--- config.mk ---
export PLATFORM = sky130hd
export DESIGN_NAME = bmhq_cell
export DESIGN_NICKNAME = d
export VERILOG_FILES = /design/src/sv/binary_min_heap_queue_macros.svh /design/src/sv/bmhq_pkg.sv /design/src/sv/bmhq_cell.sv
export SDC_FILE = /design/constraint.sdc
export NUM_CORES = 1
export LEC_CHECK = 0
export CORE_AREA = 2 2 67 69
export CTS_CLUSTER_DIAMETER = 80
export CTS_CLUSTER_SIZE = 24
export DETAILED_ROUTE_END_ITERATION = 12
export DIE_AREA = 0 0 69 71
export DONT_BUFFER_PORTS = 1
export HOLD_SLACK_MARGIN = 0.12
export PLACE_DENSITY_LB_ADDON = 0.15
export SYNTH_ARGS = -nofsm -noshare
export SYNTH_HDL_FRONTEND = slang
export SYNTH_SLANG_ARGS = --single-unit
--- constraint.sdc ---
create_clock -name clk -period 3.45 [get_ports clk]
set_clock_uncertainty 0.15 [all_clocks]
set_input_delay 0.1725 -clock clk [delete_from_list [all_inputs] [get_ports clk]]
set_output_delay 0.1725 -clock clk [all_outputs]
set_load 0.01 [all_outputs]
--- src/sv/binary_min_heap_queue_macros.svh ---
// Assertion helpers for binary_min_heap_queue
`ifndef BINARY_MIN_HEAP_QUEUE_MACROS_SVH
`define BINARY_MIN_HEAP_QUEUE_MACROS_SVH

`ifndef SYNTHESIS
`define BMHQ_ASSERT(lbl, prop) \
  lbl: assert property (@(posedge clk) disable iff (!rst_n) prop) \
    else $error("bmhq assertion failed");
`define BMHQ_ASSERT_NEXT(lbl, ante, cons) \
  lbl: assert property (@(posedge clk) disable iff (!rst_n) (ante) |=> (cons)) \
    else $error("bmhq assertion failed");
`else
`define BMHQ_ASSERT(lbl, prop)
`define BMHQ_ASSERT_NEXT(lbl, ante, cons)
`endif

`endif

--- src/sv/bmhq_pkg.sv ---
`timescale 1ns / 1ps

package bmhq_pkg;

  localparam int CAPACITY = 64;
  localparam int CNT_W    = $clog2(CAPACITY + 1);
  localparam int VAL_W    = 32;
  localparam int STATUS_W = 2;

  localparam logic OP_INSERT = 1'b0;
  localparam logic OP_REMOVE = 1'b1;

  localparam logic [STATUS_W-1:0] ST_OK    = 2'd0;
  localparam logic [STATUS_W-1:0] ST_EMPTY = 2'd1;
  localparam logic [STATUS_W-1:0] ST_FULL  = 2'd2;

  typedef logic signed [VAL_W-1:0] value_t;
  typedef logic [CNT_W-1:0]        count_t;

  typedef struct packed {
    logic   ins;
    logic   rem;
    value_t x;
  } cell_cmd_t;

  typedef struct packed {
    value_t val;
    logic   vld;
    logic   keep;
  } cell_link_t;

  typedef struct packed {
    value_t val;
    logic   vld;
  } cell_nxt_t;

endpackage

--- src/sv/bmhq_cell.sv ---
`timescale 1ns / 1ps

module bmhq_cell (
  input  logic                clk,
  input  logic                rst_n,
  input  bmhq_pkg::cell_cmd_t  cmd,
  input  bmhq_pkg::cell_link_t left,
  input  bmhq_pkg::cell_link_t right,
  output bmhq_pkg::cell_link_t link,
  output bmhq_pkg::cell_nxt_t  nxt
);

  bmhq_pkg::value_t val_r;
  bmhq_pkg::value_t val_nxt;
  logic             vld_r;
  logic             vld_nxt;
  logic             keep;

  // cells stay sorted ascending; an entry stays put if it is not larger than the new value
  assign keep = vld_r && !(cmd.x < val_r);

  always_comb begin
    val_nxt = val_r;
    vld_nxt = vld_r;
    if (cmd.ins) begin
      if (!keep) begin
        val_nxt = left.keep ? cmd.x : left.val;
      end
      vld_nxt = vld_r | left.vld;
    end else if (cmd.rem) begin
      val_nxt = right.val;
      vld_nxt = right.vld;
    end
  end

  always_ff @(posedge clk) begin
    if (!rst_n) begin
      vld_r <= 1'b0;
    end else begin
      vld_r <= vld_nxt;
    end
  end

  always_ff @(posedge clk) begin
    val_r <= val_nxt;
  end

  assign link.val  = val_r;
  assign link.vld  = vld_r;
  assign link.keep = keep;
  assign nxt.val   = val_nxt;
  assign nxt.vld   = vld_nxt;

endmodule

==> flow_metrics.env <==
export IMPL_status="finished, final reports clean"
export IMPL_syn_area_mm2=0.00255
export IMPL_crit_slowest_cell="dlygate4sd3_1"
export IMPL_drc_errors=0
export IMPL_io_buffers=0
export IMPL_final_cell_mix="84 x dlygate4sd3_1, 36 x inv_1, 32 x and2_1"
export IMPL_syn_area_per_cell_um2=9.39
export IMPL_drive_gt1_frac=0.152
export IMPL_grt_overflow=0
export IMPL_diodes=0
export IMPL_hold_violations=0
export IMPL_grt_use_total=0.324
export IMPL_die_x_um=69
export IMPL_synth_seq_cells=33
export IMPL_ys_seq_area_frac=0.259
export IMPL_crit_path_end_kind="flip-flop"
export IMPL_post_route_period_util=0.958
export IMPL_r2r_cells=12
export IMPL_fin_setup_tns_ps=0
export IMPL_die_h_um=71
export IMPL_grt_pass1_vias=2610
export IMPL_ys_warn_count=0
export IMPL_crit_path_frequent_cell="buf_4"
export IMPL_worst_slew_pin_slew_ps=1100
export IMPL_htree_levels=2
export IMPL_synth_area_leaders="dfxtp_1 26%, ha_1 15%, mux2_2 14%"
export IMPL_slew_viol_final=0
export IMPL_fillers=252
export IMPL_nets=489
export IMPL_rr_endpoint="val_r[17]"
export IMPL_max_freq_mhz=303
export IMPL_final_common_cell="dlygate4sd3_1"
export IMPL_gp_congestion=0.742
export IMPL_worstPathCellList="inv_1 > ha_1 > a211o_1 > a31oi_1 > o311a_1 > o41ai_4 > a211oi_4 > buf_4 > buf_4 > o211ai_1 > and3_1 > dlygate4sd3_1"
export IMPL_first_pass_iters=4
export IMPL_setup_slack_ps=145
export IMPL_p_leak_nw=1.56
export IMPL_crit_fanout=3
export IMPL_power_density_mw_per_mm2=390
export IMPL_grt_max_degree=33
export IMPL_finalSetupViolCount=0
export IMPL_ir_worst_vdd_mv=0.268
export IMPL_slew_headroom=0.262
export IMPL_startpoint_type="flip-flop"
export IMPL_clockBufferDepth=2
export IMPL_ctsRootBufferMaster="clkbuf_8"
export IMPL_cts_buffers=5
export IMPL_numClockSinks=33
export IMPL_rows=24
export IMPL_min_to="vld_r"
export IMPL_pre_cts_slack_ps=264
export IMPL_io_pins=171
export IMPL_synth_cell_type_count=35
export IMPL_rr_startpoint="val_r[2]"
export IMPL_dr_total_vias=2493
export IMPL_critPathArrivalTime_ps=3330
export IMPL_cp_required_ps=3470
export IMPL_wl_mm=8.57
export IMPL_clk_pin_slew_ps=70
export IMPL_min_path_type="primary input to flip-flop"
export IMPL_grt_pass1_wl_mm=12.6
export IMPL_antenna_found_initial=0
export IMPL_fin_crit_ps=3300
export IMPL_synthCells=272
export IMPL_syn_nets=407
export IMPL_synth_top_cell_by_area="dfxtp_1"
export IMPL_cts_tree="built"
export IMPL_insertion_delay_ps=290
export IMPL_hold_start="right[1]"
export IMPL_dp_hpwl_mm=4.65
export IMPL_wl_per_cell_um=21.1
export IMPL_worstSetupPathType="flip-flop to flip-flop"
export IMPL_slowest_delay_ps=570
export IMPL_start_util=0.607
export IMPL_synth_top_area_share=0.259
export IMPL_core_area_mm2=0.00420
export IMPL_hold_ws_ps=129
export IMPL_drv_cap=0
export IMPL_drtIter0Drc=155
export IMPL_r2r_setup_slack_ps=150
export IMPL_viasPerCell=6.13
export IMPL_area_growth_pct=37.6
export IMPL_drtAntennaViolNets=0
export IMPL_rsz0062_at_grt="no"
export IMPL_die_area_mm2=0.00490
export IMPL_min_path_cells=3
==> worst max path at each step <==
stage / startpoint / slack (ps) / endpoint
2_1_floorplan: val_r[30] / 750 / nxt[10]
3_3_place_gp: val_r[7] / 310 / nxt[29]
3_5_place_dp: val_r[7] / 260 / nxt[29]
4_1_cts: val_r[30] / 20 / nxt[29]
5_1_grt: val_r[2] / 2 / nxt[29]
6_report: val_r[2] / 150 / val_r[17]
==> logic make-up after synthesis <==
kind of cell	Yosys count	share of synthesized area
AOI/OAI and AO/OA	63	0.213
buffers and inverters	53	0.0999
adders and majority gates	31	0.152
and+or+nand+nor	59	0.132
DFF	33	0.259
muxes	33	0.145
==> registers in the layout, indices dropped and copies added, names as in the netlist <==
signal and flops:
val_r 32, vld_r 1
==> metrics by stage <==
| stage | instances | instance area (um2) | util | total power [mW] |
|---|---|---|---|---|
| global placement | 309 | 2520 | 0.599 | 0.926 |
| floorplan | 272 | 2550 | - | 0.880 |
| global route | 407 | 3510 | 0.836 | 1.44 |
| detailed placement | 309 | 2520 | 0.599 | 0.934 |
| CTS | 401 | 3450 | 0.820 | 1.31 |
| finish | 407 | 3510 | 0.836 | 1.37 |
==> worst max-delay path, delay by kind of cell, from the launching register on <==
family	cells	cell delay, ps
AO/OA/AOI/OAI	6	1140
adder cells (fa/ha/maj)	1	290
flip-flops	1	420
buffers and inverters	4	950
AND/OR/NAND/NOR	1	220
==> area by class of cell <==
type                            count  area (um2)  share of cell area
Clock buffer                        6        72.6              0.0206
Clock inverter                      2        10.0             0.00285
Inverter                           36         135              0.0384
Multi-Input combinational cell    187        1670               0.476
Sequential cell                    33         664               0.189
Tap cell                           52        65.1              0.0185
Timing Repair Buffer               91         893               0.254
==> synthesized netlist by cell type <==
| cell | count |
|---|---|
| a21boi_1 | 1 |
| dfxtp_1 | 33 |
| o21ai_0 | 5 |
| a21oi_1 | 13 |
| ha_1 | 31 |
| or3_1 | 1 |
| a221oi_1 | 1 |
| o21a_4 | 1 |
| o211ai_1 | 2 |
| nand4_1 | 6 |
| and2_1 | 32 |
| o22ai_2 | 1 |
| and3b_1 | 1 |
| o41ai_2 | 1 |
| nand2_1 | 9 |
| buf_4 | 3 |
| mux2_2 | 31 |
| nor3_1 | 1 |
| a221o_1 | 31 |
| o311a_1 | 1 |
| and3_1 | 1 |
| nand2b_1 | 1 |
| a31oi_1 | 1 |
| nor4_1 | 1 |
| nand3_1 | 2 |
| mux2i_1 | 2 |
| a211oi_4 | 1 |
| nor2b_1 | 1 |
| inv_1 | 36 |
| buf_6 | 6 |
| a22oi_1 | 2 |
| a21o_1 | 1 |
| clkbuf_1 | 8 |
| a211o_1 | 1 |
| nor2_1 | 3 |
==> power by group <==
group	total (mW)	internal (mW)	switching, mW
clock	0.294	0.140	0.154
sequential	0.534	0.445	0.0893
combinational	0.542	0.273	0.270
total	1.37	0.858	0.513
==> metal layers <==
metal | part of all wire | GRT usage | vias to the layer above
met1 | 0.37 | 0.334 | 1152
met5 | 0 | 0 | -
met2 | 0.51 | 0.587 | 153
met4 | 0.037 | 0.153 | 0
met3 | 0.086 | 0.114 | 34
li1 | - | - | 1154
==> repair_timing <==
item,CTS,global route
resized for setup,1,5
hold buffers,84,0
hold endpoints to repair,33,0
setup endpoints to repair,22,32
pin swaps,0,2
cloned,0,1
buffers inserted,0,5
Power figures use the tool's default switching activity.
